## src/rtl/core/gcsp_pkg.sv

```systemverilog
// Shared types and constants of the grid cell stepper positioner.
package gcsp_pkg;

	localparam logic [1:0] OP_TICK = 2'd0;
	localparam logic [1:0] OP_HOME = 2'd1;
	localparam logic [1:0] OP_GOTO = 2'd2;

	localparam logic [2:0] ST_NONE    = 3'd0;
	localparam logic [2:0] ST_OK      = 3'd1;
	localparam logic [2:0] ST_OOB     = 3'd2;
	localparam logic [2:0] ST_MISSING = 3'd3;
	localparam logic [2:0] ST_BUSY    = 3'd4;

	localparam logic [2:0] REG_MOVE_PERIOD = 3'd0;
	localparam logic [2:0] REG_HOME_PERIOD = 3'd1;
	localparam logic [2:0] REG_X_SPC       = 3'd2;
	localparam logic [2:0] REG_Y_SPC       = 3'd3;
	localparam logic [2:0] REG_GRID_COLS   = 3'd4;
	localparam logic [2:0] REG_GRID_ROWS   = 3'd5;
	localparam logic [2:0] REG_X_LIMIT     = 3'd6;
	localparam logic [2:0] REG_Y_LIMIT     = 3'd7;

	localparam logic [15:0] RST_MOVE_PERIOD = 16'd2000;
	localparam logic [15:0] RST_HOME_PERIOD = 16'd3000;
	localparam logic [11:0] RST_X_SPC       = 12'd200;
	localparam logic [11:0] RST_Y_SPC       = 12'd200;
	localparam logic [4:0]  RST_GRID_COLS   = 5'd4;
	localparam logic [4:0]  RST_GRID_ROWS   = 5'd3;
	localparam logic [15:0] RST_X_LIMIT     = 16'd1600;
	localparam logic [15:0] RST_Y_LIMIT     = 16'd1200;

	typedef enum logic [4:0] {
		PH_IDLE   = 5'b00001,
		PH_HOME_X = 5'b00010,
		PH_HOME_Y = 5'b00100,
		PH_MOVE_X = 5'b01000,
		PH_MOVE_Y = 5'b10000
	} phase_t;

	typedef struct packed {
		logic [1:0] operation;
		logic [3:0] target_col;
		logic [3:0] target_row;
		logic       x_home_level;
		logic       y_home_level;
	} cmd_t;

	typedef struct packed {
		logic       x_step;
		logic       y_step;
		logic       step_forward;
		logic       busy_res;
		logic [2:0] status;
		logic [3:0] position_col;
		logic [3:0] position_row;
		logic       is_homed;
	} res_t;

	typedef struct packed {
		logic [2:0]  reg_index;
		logic [15:0] wdata;
	} cfg_t;

endpackage

```

## src/rtl/core/gcsp_if.sv

```systemverilog
// Handshake channels of the grid cell stepper positioner.
interface gcsp_cmd_if ();
	logic              valid;
	logic              ready;
	gcsp_pkg::cmd_t    payload;
	modport source (output valid, output payload, input ready);
	modport sink (input valid, input payload, output ready);
endinterface

interface gcsp_res_if ();
	logic              valid;
	logic              ready;
	gcsp_pkg::res_t    payload;
	modport source (output valid, output payload, input ready);
	modport sink (input valid, input payload, output ready);
endinterface

interface gcsp_cfg_if ();
	logic              valid;
	logic              ready;
	gcsp_pkg::cfg_t    payload;
	modport source (output valid, output payload, input ready);
	modport sink (input valid, input payload, output ready);
endinterface

```

## src/rtl/core/grid_cell_stepper_positioner_unit.sv

```systemverilog
// Top level of the two-axis grid cell stepper positioner.
// Result: the result of a tick is registered and presented in the cycle after its command transfer.
// Throughput: one tick per cycle; the single result register stalls intake only
// while its result waits and the result channel is not ready.
// Reset: asynchronous, active low; idle, position (0,0), not homed, registers at defaults.
// The configuration channel is always ready; a write lands in the next cycle.
module grid_cell_stepper_positioner_unit #(
	parameter int MAX_COLUMNS = 16,
	parameter int MAX_ROWS    = 16
) (
	input  logic       clk,
	input  logic       arst_n,
	gcsp_cmd_if.sink   cmd,
	gcsp_res_if.source res,
	gcsp_cfg_if.sink   cfg
);

	localparam logic [8:0] MAX_COLS_W = 9'(MAX_COLUMNS);
	localparam logic [8:0] MAX_ROWS_W = 9'(MAX_ROWS);

	logic [15:0] move_period_q, home_period_q, x_limit_q, y_limit_q;
	logic [11:0] x_spc_q, y_spc_q;
	logic [4:0]  grid_cols_q, grid_rows_q;

	gcsp_pkg::phase_t phase_q, phase_n;
	logic [15:0] cnt_q, cnt_n, timer_q, timer_n, pend_q, pend_n;
	logic [1:0]  mdir_q, mdir_n;
	logic [3:0]  col_q, col_n, row_q, row_n;
	logic [7:0]  latch_q, latch_n;
	logic        homed_q, homed_n;

	logic        xs, ys, dir;
	logic [2:0]  st;
	logic        hy, my;
	logic [15:0] hcnt, mcnt, home_reload, move_reload;
	logic [8:0]  cols_lim, rows_lim;
	logic [3:0]  dx, dy;
	logic        accept;
	gcsp_pkg::res_t res_q;
	logic        res_valid_q;

	assign cfg.ready = 1'b1;
	assign cmd.ready = !res_valid_q || res.ready;
	assign accept    = cmd.valid && cmd.ready;
	assign res.valid   = res_valid_q;
	assign res.payload = res_q;

	assign home_reload = (home_period_q == 16'd0) ? 16'd0 : home_period_q - 16'd1;
	assign move_reload = (move_period_q == 16'd0) ? 16'd0 : move_period_q - 16'd1;
	assign cols_lim = ({4'd0, grid_cols_q} < MAX_COLS_W) ? {4'd0, grid_cols_q} : MAX_COLS_W;
	assign rows_lim = ({4'd0, grid_rows_q} < MAX_ROWS_W) ? {4'd0, grid_rows_q} : MAX_ROWS_W;
	assign dx = (cmd.payload.target_col >= col_q) ? cmd.payload.target_col - col_q
		: col_q - cmd.payload.target_col;
	assign dy = (cmd.payload.target_row >= row_q) ? cmd.payload.target_row - row_q
		: row_q - cmd.payload.target_row;

	always_comb begin
		phase_n = phase_q;
		cnt_n   = cnt_q;
		timer_n = timer_q;
		pend_n  = pend_q;
		mdir_n  = mdir_q;
		col_n   = col_q;
		row_n   = row_q;
		latch_n = latch_q;
		homed_n = homed_q;
		xs      = 1'b0;
		ys      = 1'b0;
		dir     = 1'b0;
		st      = gcsp_pkg::ST_NONE;
		hy      = 1'b0;
		my      = 1'b0;
		hcnt    = cnt_q;
		mcnt    = cnt_q;
		if (phase_q != gcsp_pkg::PH_IDLE) begin
			if (timer_q != 16'd0) begin
				timer_n = timer_q - 16'd1;
			end else begin
				case (phase_q)
					gcsp_pkg::PH_HOME_X: begin
						if (cnt_q >= x_limit_q) begin
							phase_n = gcsp_pkg::PH_IDLE;
							st      = gcsp_pkg::ST_MISSING;
						end else if (!cmd.payload.x_home_level) begin
							hy   = 1'b1;
							hcnt = 16'd0;
						end else begin
							xs      = 1'b1;
							cnt_n   = cnt_q + 16'd1;
							timer_n = home_reload;
						end
					end
					gcsp_pkg::PH_HOME_Y: hy = 1'b1;
					gcsp_pkg::PH_MOVE_X: begin
						if (cnt_q == 16'd0) begin
							my   = 1'b1;
							mcnt = pend_q;
						end else begin
							xs      = 1'b1;
							dir     = mdir_q[0];
							cnt_n   = cnt_q - 16'd1;
							timer_n = move_reload;
						end
					end
					gcsp_pkg::PH_MOVE_Y: my = 1'b1;
					default: phase_n = gcsp_pkg::PH_IDLE;
				endcase
				if (hy) begin
					if (hcnt >= y_limit_q) begin
						phase_n = gcsp_pkg::PH_IDLE;
						st      = gcsp_pkg::ST_MISSING;
						cnt_n   = hcnt;
					end else if (!cmd.payload.y_home_level) begin
						phase_n = gcsp_pkg::PH_IDLE;
						st      = gcsp_pkg::ST_OK;
						cnt_n   = hcnt;
						col_n   = 4'd0;
						row_n   = 4'd0;
						homed_n = 1'b1;
					end else begin
						phase_n = gcsp_pkg::PH_HOME_Y;
						ys      = 1'b1;
						cnt_n   = hcnt + 16'd1;
						timer_n = home_reload;
					end
				end
				if (my) begin
					if (mcnt == 16'd0) begin
						phase_n = gcsp_pkg::PH_IDLE;
						st      = gcsp_pkg::ST_OK;
						cnt_n   = mcnt;
						col_n   = latch_q[3:0];
						row_n   = latch_q[7:4];
					end else begin
						phase_n = gcsp_pkg::PH_MOVE_Y;
						ys      = 1'b1;
						dir     = mdir_q[1];
						cnt_n   = mcnt - 16'd1;
						timer_n = move_reload;
					end
				end
			end
			if (st == gcsp_pkg::ST_NONE && (cmd.payload.operation == gcsp_pkg::OP_HOME
				|| cmd.payload.operation == gcsp_pkg::OP_GOTO)) begin
				st = gcsp_pkg::ST_BUSY;
			end
		end else if (cmd.payload.operation == gcsp_pkg::OP_HOME) begin
			phase_n = gcsp_pkg::PH_HOME_X;
			cnt_n   = 16'd0;
			timer_n = 16'd0;
		end else if (cmd.payload.operation == gcsp_pkg::OP_GOTO) begin
			if ({5'd0, cmd.payload.target_col} >= cols_lim
				|| {5'd0, cmd.payload.target_row} >= rows_lim) begin
				st = gcsp_pkg::ST_OOB;
			end else begin
				mdir_n  = {cmd.payload.target_row >= row_q, cmd.payload.target_col >= col_q};
				cnt_n   = {12'd0, dx} * {4'd0, x_spc_q};
				pend_n  = {12'd0, dy} * {4'd0, y_spc_q};
				latch_n = {cmd.payload.target_row, cmd.payload.target_col};
				timer_n = 16'd0;
				phase_n = gcsp_pkg::PH_MOVE_X;
			end
		end
	end

	always_ff @(posedge clk or negedge arst_n) begin
		if (!arst_n) begin
			move_period_q <= gcsp_pkg::RST_MOVE_PERIOD;
			home_period_q <= gcsp_pkg::RST_HOME_PERIOD;
			x_spc_q       <= gcsp_pkg::RST_X_SPC;
			y_spc_q       <= gcsp_pkg::RST_Y_SPC;
			grid_cols_q   <= gcsp_pkg::RST_GRID_COLS;
			grid_rows_q   <= gcsp_pkg::RST_GRID_ROWS;
			x_limit_q     <= gcsp_pkg::RST_X_LIMIT;
			y_limit_q     <= gcsp_pkg::RST_Y_LIMIT;
		end else if (cfg.valid && cfg.ready) begin
			case (cfg.payload.reg_index)
				gcsp_pkg::REG_MOVE_PERIOD: move_period_q <= cfg.payload.wdata;
				gcsp_pkg::REG_HOME_PERIOD: home_period_q <= cfg.payload.wdata;
				gcsp_pkg::REG_X_SPC:       x_spc_q       <= cfg.payload.wdata[11:0];
				gcsp_pkg::REG_Y_SPC:       y_spc_q       <= cfg.payload.wdata[11:0];
				gcsp_pkg::REG_GRID_COLS:   grid_cols_q   <= cfg.payload.wdata[4:0];
				gcsp_pkg::REG_GRID_ROWS:   grid_rows_q   <= cfg.payload.wdata[4:0];
				gcsp_pkg::REG_X_LIMIT:     x_limit_q     <= cfg.payload.wdata;
				gcsp_pkg::REG_Y_LIMIT:     y_limit_q     <= cfg.payload.wdata;
				default: ;
			endcase
		end
	end

	always_ff @(posedge clk or negedge arst_n) begin
		if (!arst_n) begin
			phase_q <= gcsp_pkg::PH_IDLE;
			cnt_q   <= 16'd0;
			timer_q <= 16'd0;
			pend_q  <= 16'd0;
			mdir_q  <= 2'd0;
			col_q   <= 4'd0;
			row_q   <= 4'd0;
			latch_q <= 8'd0;
			homed_q <= 1'b0;
		end else if (accept) begin
			phase_q <= phase_n;
			cnt_q   <= cnt_n;
			timer_q <= timer_n;
			pend_q  <= pend_n;
			mdir_q  <= mdir_n;
			col_q   <= col_n;
			row_q   <= row_n;
			latch_q <= latch_n;
			homed_q <= homed_n;
		end
	end

	always_ff @(posedge clk or negedge arst_n) begin
		if (!arst_n) begin
			res_valid_q <= 1'b0;
		end else if (accept) begin
			res_valid_q <= 1'b1;
		end else if (res.ready) begin
			res_valid_q <= 1'b0;
		end
	end

	always_ff @(posedge clk) begin
		if (accept) begin
			res_q.x_step       <= xs;
			res_q.y_step       <= ys;
			res_q.step_forward <= dir;
			res_q.busy_res     <= (phase_n != gcsp_pkg::PH_IDLE);
			res_q.status       <= st;
			res_q.position_col <= col_n;
			res_q.position_row <= row_n;
			res_q.is_homed     <= homed_n;
		end
	end

	a_new_result_from_transfer: assert property (@(posedge clk) disable iff (!arst_n)
		$rose(res_valid_q) |-> $past(accept))
		else $error("result appeared without a command transfer");

	a_single_axis_pulse: assert property (@(posedge clk) disable iff (!arst_n)
		res_valid_q |-> !(res_q.x_step && res_q.y_step))
		else $error("both axes pulsed in one tick");

	a_final_status_not_busy: assert property (@(posedge clk) disable iff (!arst_n)
		res_valid_q && (res_q.status == gcsp_pkg::ST_OK || res_q.status == gcsp_pkg::ST_OOB
		|| res_q.status == gcsp_pkg::ST_MISSING) |-> !res_q.busy_res)
		else $error("finished sequence still reported busy");

	a_idle_timer_clear: assert property (@(posedge clk) disable iff (!arst_n)
		phase_q == gcsp_pkg::PH_IDLE |-> timer_q == 16'd0)
		else $error("period timer running while idle");

	a_homed_sticky: assert property (@(posedge clk) disable iff (!arst_n)
		!$fell(homed_q))
		else $error("homed flag cleared");

endmodule

```

## src/flat_wrapper.sv

```systemverilog
// flat-port wrapper written by rule: the top's interface ports become plain ports
module grid_cell_stepper_positioner_unit_flat 
#(
	parameter int MAX_COLUMNS = 16,
	parameter int MAX_ROWS    = 16
)
  (clk, arst_n, cmd_valid, cmd_payload, cmd_ready, res_valid, res_payload, res_ready, cfg_valid, cfg_payload, cfg_ready);
  gcsp_cmd_if cmd_i ();
  gcsp_res_if res_i ();
  gcsp_cfg_if cfg_i ();
  input  logic clk;
  input  logic arst_n;
  input wire logic [$bits(cmd_i.valid)-1:0] cmd_valid;
  input wire logic [$bits(cmd_i.payload)-1:0] cmd_payload;
  output wire logic [$bits(cmd_i.ready)-1:0] cmd_ready;
  output wire logic [$bits(res_i.valid)-1:0] res_valid;
  output wire logic [$bits(res_i.payload)-1:0] res_payload;
  input wire logic [$bits(res_i.ready)-1:0] res_ready;
  input wire logic [$bits(cfg_i.valid)-1:0] cfg_valid;
  input wire logic [$bits(cfg_i.payload)-1:0] cfg_payload;
  output wire logic [$bits(cfg_i.ready)-1:0] cfg_ready;
  assign cmd_i.valid = cmd_valid;
  assign cmd_i.payload = cmd_payload;
  assign cmd_ready = cmd_i.ready;
  assign res_valid = res_i.valid;
  assign res_payload = res_i.payload;
  assign res_i.ready = res_ready;
  assign cfg_i.valid = cfg_valid;
  assign cfg_i.payload = cfg_payload;
  assign cfg_ready = cfg_i.ready;
  grid_cell_stepper_positioner_unit #(.MAX_COLUMNS(MAX_COLUMNS), .MAX_ROWS(MAX_ROWS)) u_core (.clk(clk), .arst_n(arst_n), .cmd(cmd_i), .res(res_i), .cfg(cfg_i));
endmodule
```

## config.mk

```make
export PLATFORM = sky130hd
export DESIGN_NAME = grid_cell_stepper_positioner_unit_flat
export DESIGN_NICKNAME = d
export VERILOG_FILES = /design/src/rtl/core/gcsp_pkg.sv /design/src/rtl/core/gcsp_if.sv /design/src/rtl/core/grid_cell_stepper_positioner_unit.sv /design/src/flat_wrapper.sv
export SDC_FILE = /design/constraint.sdc
export NUM_CORES = 1
export LEC_CHECK = 0
export ABC_AREA = 1
export BUFFER_PORTS_ARGS = -buffer_cell sky130_fd_sc_hd__buf_2
export CORE_ASPECT_RATIO = 0.9
export CORE_UTILIZATION = 45
export DETAILED_ROUTE_END_ITERATION = 16
export HOLD_SLACK_MARGIN = 0.15
export PLACE_DENSITY = 0.63
export SYNTH_ARGS = -nofsm -noshare
export SYNTH_HDL_FRONTEND = slang
export SYNTH_SLANG_ARGS = --single-unit
```

## constraint.sdc

```tcl
create_clock -name clk -period 9.9 [get_ports clk]
set_input_delay 2.97 -clock clk [delete_from_list [all_inputs] [get_ports clk]]
set_output_delay 2.97 -clock clk [all_outputs]
set_load 0.01 [all_outputs]
```

**After elaboration in Yosys (flattened, before gate mapping)**

Index checks and enable logic that the tools add are counted.

- RAM bits: 0
- Flip-flop bits (word level): 187
- Bits in latches: 0
- Input bits: 36
- Word-level logic and storage cells: 211
- Bits in read-only memories: 0
- Memories kept: 0
- Output and inout port bits: 19

- Shifts and indexed selects: 0
- Muxes and demuxes: 112
- Reduce and logical (&&, ||, !) cells: 28
- Order comparisons: 8
- Div/mod/pow operators: 0
- Add/sub/neg operators: 11
- Bitwise logic cells: 3
- $mul: 2
- Equal/unequal tests: 21

Operator list:

| operator | count |
|---|---|
| $mux W16 | 37 |
| $sub A16 B1 Y16 const B | 5 |
| $logic_not A16 Y1 | 4 |
| $mux W4 | 16 |
| $pmux W16 S2 | 2 |
| $mux W5 | 12 |
| $mux W3 | 13 |
| $add A16 B1 Y16 const B | 2 |
| $ge A16 B16 Y1 | 2 |
| $mul A4 B12 Y16 | 2 |
| $mux W1 | 26 |
| $ne A5 B5 Y1 const B | 4 |
| $ge A4 B9 Y1 | 2 |
| $reduce_and A2 Y1 | 8 |
| $reduce_bool A16 Y1 | 1 |
| $sub A4 B4 Y4 | 4 |
| $eq A3 B3 Y1 const B | 4 |
| $lt A5 B5 Y1 const B | 2 |
| $ne A5 B1 Y1 const B | 2 |
| $pmux W5 S2 | 1 |
| $ge A4 B4 Y1 | 2 |
| $reduce_and A8 Y1 | 1 |
| $eq A3 B2 Y1 const B | 2 |
| $logic_not A3 Y1 | 2 |
| 21 further kinds | 29 |

**Longest topological paths before layout**

Gate-level depths: netlist of run 1.

- Word-level depth: 16
- Depth in mapped cells: 37
- Mapped depth without buffers: 37

**Least setup slack after synthesis of run 1**

Ideal clock, no wire load.

- Kind: in2reg
- From: input cmd_payload[4]
- To: register u_core.pend_q[15]
- Cell stages on the path: 25
- Required time: 9.774 ns
- Buffers on the path: 1
- Setup slack: 2.323 ns
- Library setup time: 0.126 ns
- Arrival time: 7.451 ns
- Cell sequence: inv_1 > ha_1 > clkbuf_1 > nand2_1 > o31ai_1 > inv_1 > or2_2 > o21ai_0 > clkinv_1 > nand2_1 > fa_1 > inv_1 > fa_1 > ha_1 > a21oi_1 > nand2_1 > a21boi_0 > o21ai_0 > a31oi_1 > o21ai_0 > a21oi_1 > nor2_1 > nor2_1 > xor2_1 > mux2i_1

- Cells in the longest elaborated chain, start to end: 4
- Elaborated cells between the ends (all ways): 9
- Classes of those cells: add/sub (2); mul (1); order compare (2); mux (1); bitwise (1); reduce/logical (2)

Ends and longest elaborated chain:

| what | line | text |
|---|---|---|
| from (decl) | flat_wrapper.sv:14 | `input wire logic [$bits(cmd_i.payload)-1:0] cmd_payload;` |
| branches (longest 4 deep; another with $mul A4 B12 Y16) | n/a |  |
| to (signal assigned) | grid_cell_stepper_positioner_unit.sv:206 | `pend_q <= pend_n;` |
| to (decl) | grid_cell_stepper_positioner_unit.sv:26 | `logic [15:0] cnt_q, cnt_n, timer_q, timer_n, pend_q, pend_n;` |

Several ways; the timed one is not identified.
A chain may end at the register's enable or synchronous reset.

**Final worst setup path of run 1**

- From: input cmd_payload[2]
- To: register u_core.pend_q[15]

The elaborated chain is that of the path after synthesis.

==> results of run 1 <==
[power breakdown]
part / total, W / internal, W / switching [W]
Sequential: 0.00123 / 0.000985 / 0.000242
Clock: 0.000664 / 0.000326 / 0.000338
Combinational: 0.00298 / 0.00104 / 0.00194
Total: 0.00487 / 0.00236 / 0.00252
[critical path, delay by kind of cell]
| family | cells | cell delay (ps) |
|---|---|---|
| and+or+nand+nor | 5 | 740 |
| adders and majority gates | 4 | 1660 |
| AOI/OAI and AO/OA | 8 | 1780 |
| xor gates and xnor gates | 1 | 150 |
| buffers and inverters | 6 | 850 |
| muxes | 1 | 80 |
[Yosys cell counts (13+ instances only)]
master	number	area share, %
nand3_1	105	3.3
xor2_1	41	2.3
fa_1	45	5.7
nor2_1	183	4.4
o21ai_0	214	6.8
a22oi_1	13	0.62
clkbuf_1	31	0.74
nor3_1	30	0.95
dfrtp_1	141	22
a21oi_1	113	3.6
xnor2_1	18	1.0
dfstp_2	30	5.0
nand4_1	25	0.99
edfxtp_1	16	3.0
ha_1	117	9.3
nand2_1	502	12
nor2_2	16	0.63
inv_1	363	8.6
[per-layer routing]
layer	up-vias	part of all wire, %	GRT usage (%)
li1	7121	-	-
met1	6971	47	41.3
met2	463	44	43.0
met3	59	5.9	4.18
met4	0	2.7	8.82
met5	-	0	0
[area by class of cell]
class / instances / share of cell area, %
Inverter: 380 / 8.39
Clock buffer: 17 / 2.50
Multi-Input combinational cell: 1571 / 54.9
Timing Repair Buffer: 59 / 1.86
Sequential cell: 187 / 28.2
Tap cell: 462 / 3.40
Clock inverter: 15 / 0.713
[worst max-delay path by stage]
stage | from | endpoint
after detailed placement | cmd_payload[2] | u_core.pend_q[15]
after floorplan | cmd_payload[4] | u_core.pend_q[15]
after CTS | cmd_payload[2] | u_core.pend_q[15]
after global placement | cmd_payload[2] | u_core.pend_q[15]
final | cmd_payload[2] | u_core.pend_q[15]
after global routing | cmd_payload[2] | u_core.pend_q[15]
[flip-flops by register name, summed over array words and instances, names as in the netlist, 2 cells and up]
register,count
u_core.pend_q,16
u_core.res.payload,16
u_core.col_q,4
u_core.x_spc_q,12
u_core.cnt_q,16
u_core.grid_rows_q,5
u_core.row_q,4
u_core.latch_q,8
u_core.move_period_q,16
u_core.phase_q,5
u_core.x_limit_q,16
u_core.home_period_q,16
u_core.mdir_q,2
u_core.y_spc_q,12
u_core.y_limit_q,16
u_core.grid_cols_q,5
u_core.timer_q,16
[per-stage QoR]
stage	power (W)	std cells	util, %
floorplan	0.00338	2186	-
global placement	0.00411	2659	48.0
detailed placement	0.00416	2659	48.0
CTS	0.00485	2691	49.6
global route	0.00535	2691	49.6
finish	0.00487	2691	49.6
[cell families (layout without fill, tap and decap cells)]
| logic type | Yosys count | after routing | synth area share [%] |
|---|---|---|---|
| AO/OA/AOI/OAI | 431 | 431 | 15.3 |
| XOR/XNOR | 59 | 59 | 3.27 |
| adder cells (fa/ha/maj) | 162 | 162 | 15.0 |
| buffers and inverters | 428 | 471 | 10.5 |
| flip-flops | 187 | 187 | 30.4 |
| multiplexers | 9 | 9 | 0.571 |
| other | 1 | 1 | 0.0238 |
| AND/OR/NAND/NOR | 909 | 909 | 25.1 |
==> flow_summary.yaml, run 1 <==
pwr:
  powerDensity_nw_per_um2: 286
  ir_drop_mv: 0.132
  cellLeakagePower_nw: 8.74
sta:
  clock_skew_ps: 18.5
  rsz0062_at_grt: "no"
  period_needed_ps: 7840
  final_hold_viol_count: 0
  finalMaxSlewViolations: 0
  whs_ps: 490
  clock.fmax_mhz: 128
  setup_ws_ps: 2060
  worst_pin_slew_ps: 1030
  max_slew_margin_pct: 31.1
  finalSetupViolCount: 0
  period_share_pct: 79.2
  setup_tns_ps: 0
global_route:
  grt_pass1_vias: 13800
  grt_max_degree: 71
  grt_overflow: 0
  grtUsageTotal_pct: 28.3
  grt_pass1_wl_mm: 77.5
  antenna_found_initial: 2
flow_run:
  drv_cap: 0
detailed_routing:
  antenna_left: 0
  vias: 14600
  wl_per_cell_microns: 18.2
  via_per_inst: 5.43
  post-route-drc-count: 0
  firstDrtPassIters: 5
  routed_wl_mm: 48.9
  drtIter0Drc: 1345
critical_path:
  path_common_cell: "inv_1"
  r2r-end: "u_core.pend_q[15]"
  worst_setup_path_end_kind: "register"
  slowest_delay_ps: 510
  reg2reg_from: "u_core.row_q[0]"
  r2r_slack_ps: 4310
  critical_path_required_ps: 10250
  start_kind: "input pin"
  worstPathMaxFanout: 12
  worstPathArrival_ps: 8200
  cpMaxStageDelayCell: "ha_1"
  rr_worst_depth: 23
  crit_type: "input pin to register"
yosys:
  synth_edf_count: 16
  ys_types: 61
  syn_inst: 2186
  synth-main-ff-cell: "dfrtp_1"
  yosys_warnings: 0
  async_flop_share_pct: 91.4
  synth_nets: 2384
  seq_area_frac_synth_pct: 30.4
  synthesis.area_sq_um: 15800
  syn_area_per_cell_sq_um: 7.22
  ys_ff_latch: 187
layout:
  layout_commonest_cell: "nand2_1"
  multiInputGateArea_sq_um: 9340
  fin_area_sq_um: 17000
  fin_nets: 2414
  antenna_cells: 0
  syn_to_final_growth_pct: 7.75
  nFillCells: 3503
  seqCellArea_sq_um: 4800
  final_cell_mix: "nand2_1, inv_1, o21ai_0, nor2_1, dfrtp_1"
  drive_above_1_share_pct: 8.75
worst_hold_path:
  hp-start: "u_core.x_limit_q[1]"
  hold_depth: 2
  holdPathEnd: "u_core.x_limit_q[1]"
  hold_path.class: "register to register"
cts:
  clk_path_buf_depth: 2
  cts_buffers: 17
  ctsHoldBuffers: 0
  htree_levels: 4
  post_cts_buffers: 0
  clock-sinks: 187
  tritoncts: "done"
  clk_latency_ps: 470
  cts_root_buffer: "clkbuf_16"
  path_clk_slew_ps: 80
  ctsResizeCount: 0
floorplanning:
  die_area_sq_um: 35800
  core_area_sq_um: 34300
  ios: 55
  die_height_microns: 180
  die_x_microns: 199
  start_util_pct: 46.1
  rows: 64
place:
  pre_cts_ws_ps: 1620
  place_area_sq_um: 16500
  place_congestion: 1.01
  dp_hpwl_mm: 37.5
  portBuffers: 53
status:
  status: "finished clean"
No activity file was read; power rests on OpenSTA's default activity.
==> run 2, diff against run 1 <==
ABC_AREA = 0   (was 1)
clock period = 8 ns   (was 9.9 ns; I/O delays follow)
==> flow_summary.yaml, run 2 <==
detailed_routing:
  routed_wl_mm: 45.8
  vias: 13000
  firstDrtPassIters: 5
  post-route-drc-count: 0
  antenna_left: 0
  drtIter0Drc: 1417
  wl_per_cell_microns: 20.9
  via_per_inst: 5.91
flow_run:
  drv_cap: 0
critical_path:
  path_buf_inv: 4
  cpMaxStageDelayCell: "fa_1"
  start_kind: "input pin"
  slowest_delay_ps: 600
  path_cells: "buf_2 -> inv_1 -> ha_1 -> inv_1 -> fa_1 -> a21o_1 -> a21o_1 -> a21oi_1 -> mux2i_1 -> xor2_1 -> nand2_1 -> fa_1 -> fa_1 -> inv_1 -> ha_1 -> a211oi_1 -> o21ai_0 -> nand3_1 -> and3_1 -> nor3_1 -> a31oi_1 -> xnor2_1 -> a31oi_1 -> o21ai_1"
  worstPathArrival_ps: 7680
  crit_type: "input pin to register"
  crit_family: "adder cells"
  critical_path_required_ps: 8360
  worst_setup_path_end_kind: "register"
  worstPathMaxFanout: 4
global_route:
  grt_pass1_wl_mm: 71.9
  grt_max_degree: 65
  antenna_found_initial: 0
  grt_overflow: 0
  grtUsageTotal_pct: 27.3
  grt_pass1_vias: 12100
layout:
  antenna_cells: 0
  final_cell_mix: "nand2_1, dfrtp_1, nor2_1, inv_1, ha_1"
  syn_to_final_growth_pct: 8.88
  fin_nets: 1926
  layout_commonest_cell: "nand2_1"
  fin_area_sq_um: 16700
  drive_above_1_share_pct: 16.2
pwr:
  cellLeakagePower_nw: 7.48
  ir_drop_mv: 0.195
  powerDensity_nw_per_um2: 392
cts:
  clock-sinks: 187
  ctsResizeCount: 0
  cts_root_buffer: "clkbuf_16"
  clk_path_buf_depth: 2
  path_clk_slew_ps: 90
  clk_latency_ps: 470
  tritoncts: "done"
  htree_levels: 4
  cts_buffers: 17
  post_cts_buffers: 0
  ctsHoldBuffers: 0
yosys:
  ys_ff_latch: 187
  ys_types: 86
  synth_top_area_cell: "dfrtp_1"
  seq_area_frac_synth_pct: 31.3
  synthTopCellsByArea: "dfrtp_1, ha_1, mux2_2, fa_1, dfstp_2"
  yosysTopAreaCellShare_pct: 23.0
  synth_nets: 1899
  synth_edf_count: 16
  yosysMostFrequentCell: "nand2_1"
  syn_area_per_cell_sq_um: 9.01
  synth-main-ff-cell: "dfrtp_1"
  synthesis.area_sq_um: 15300
  netlist_top_cells_count: "nand2_1, dfrtp_1, nor2_1"
  async_flop_share_pct: 91.4
  yosys_warnings: 0
  syn_inst: 1701
floorplanning:
  rows: 63
  ios: 55
  die_height_microns: 177
  die_area_sq_um: 34800
  core_area_sq_um: 33300
  die_x_microns: 197
  start_util_pct: 46.1
sta:
  clock_skew_ps: 15.3
  finalSetupViolCount: 0
  final_hold_viol_count: 0
  setup_ws_ps: 681
  finalMaxSlewViolations: 0
  rsz0062_at_grt: "no"
  period_share_pct: 91.5
  max_slew_margin_pct: 23.3
  period_needed_ps: 7320
  whs_ps: 470
  worst_pin_slew_ps: 1140
  clock.fmax_mhz: 137
  setup_tns_ps: 0
place:
  place_congestion: 0.982
  place_area_sq_um: 16100
  portBuffers: 53
  pre_cts_ws_ps: 248
  dp_hpwl_mm: 34.8
worst_hold_path:
  hold_path.class: "register to register"
status:
  status: "finished clean"
-- run 2: worst paths after layout --
| check | startpoint | slack (ps) | endpoint | cells after the start |
|---|---|---|---|---|
| max | cmd_payload[6] | 680 | u_core.cnt_q[15] | 24 |
| min | u_core.homed_q | 470 | u_core.homed_q | 1 |
| max reg2reg | u_core.cnt_q[6] | 2040 | u_core.res.payload[8] | 13 |
| min reg2reg | u_core.homed_q | 470 | u_core.homed_q | 1 |
| max in group asynchronous | arst_n | 4810 | u_core.phase_q[4] | 2 |
| min in group asynchronous | arst_n | 1920 | u_core.grid_rows_q[3] | 1 |
-- run 2: per-stage QoR --
stage          power [W]  std cells  utilization, %
2_1_floorplan    0.00446       1701               -
3_3_place_gp     0.00549       2164            48.3
3_5_place_dp     0.00555       2164            48.3
4_1_cts          0.00649       2196            50.2
5_1_grt          0.00713       2196            50.2
6_report         0.00654       2196            50.2
-- run 2: cell families after synthesis --
| kind of cell | after synthesis | share of synthesized area [%] |
|---|---|---|
| simple gates | 580 | 18.7 |
| compound gates | 376 | 16.2 |
| buf+inv | 196 | 5.26 |
| flops | 187 | 31.3 |
| fa+ha+maj | 162 | 15.4 |
| mux | 110 | 8.02 |
| xor+xnor | 89 | 5.09 |
| other cells | 1 | 0.0245 |
-- run 2: power breakdown --
part	switching, W	internal, W
Combinational	0.00240	0.00166
Clock	0.000444	0.000464
Sequential	0.000340	0.00123
Total	0.00318	0.00335
-- run 2: worst reg2reg max path, stage by stage, from the launching register on --
cell	delay, ps
dfrtp_1	630
ha_1	440
nand4_1	110
o31ai_1	760
a21bo_2	510
and2_1	190
ha_1	250
a2111oi_0	370
o21ai_0	160
a211oi_1	620
o21ai_0	380
or4_1	900
nand3_1	280
nand2_1	90
-- run 2: per-layer routing --
layer  global-route usage, %  wire length, microns  part of all wire [%]  up-vias
met3                    5.58                  3910                   8.5       58
met5                       0                     0                     0        -
met2                    38.4                 18800                    41      567
met1                    41.5                 22200                    48     6267
li1                        -                     -                     -     6093
met4                    7.98                   924                   2.0        0
-- run 2: layout make-up --
type / count / area [sq um]
clock buffers: 18 / 439
clock inverters: 14 / 186
fillers: 3174 / 16600
inverters: 120 / 450
multi-input cells: 1318 / 9740
flip-flops and latches: 187 / 4800
well taps: 455 / 569
repair buffers: 84 / 504
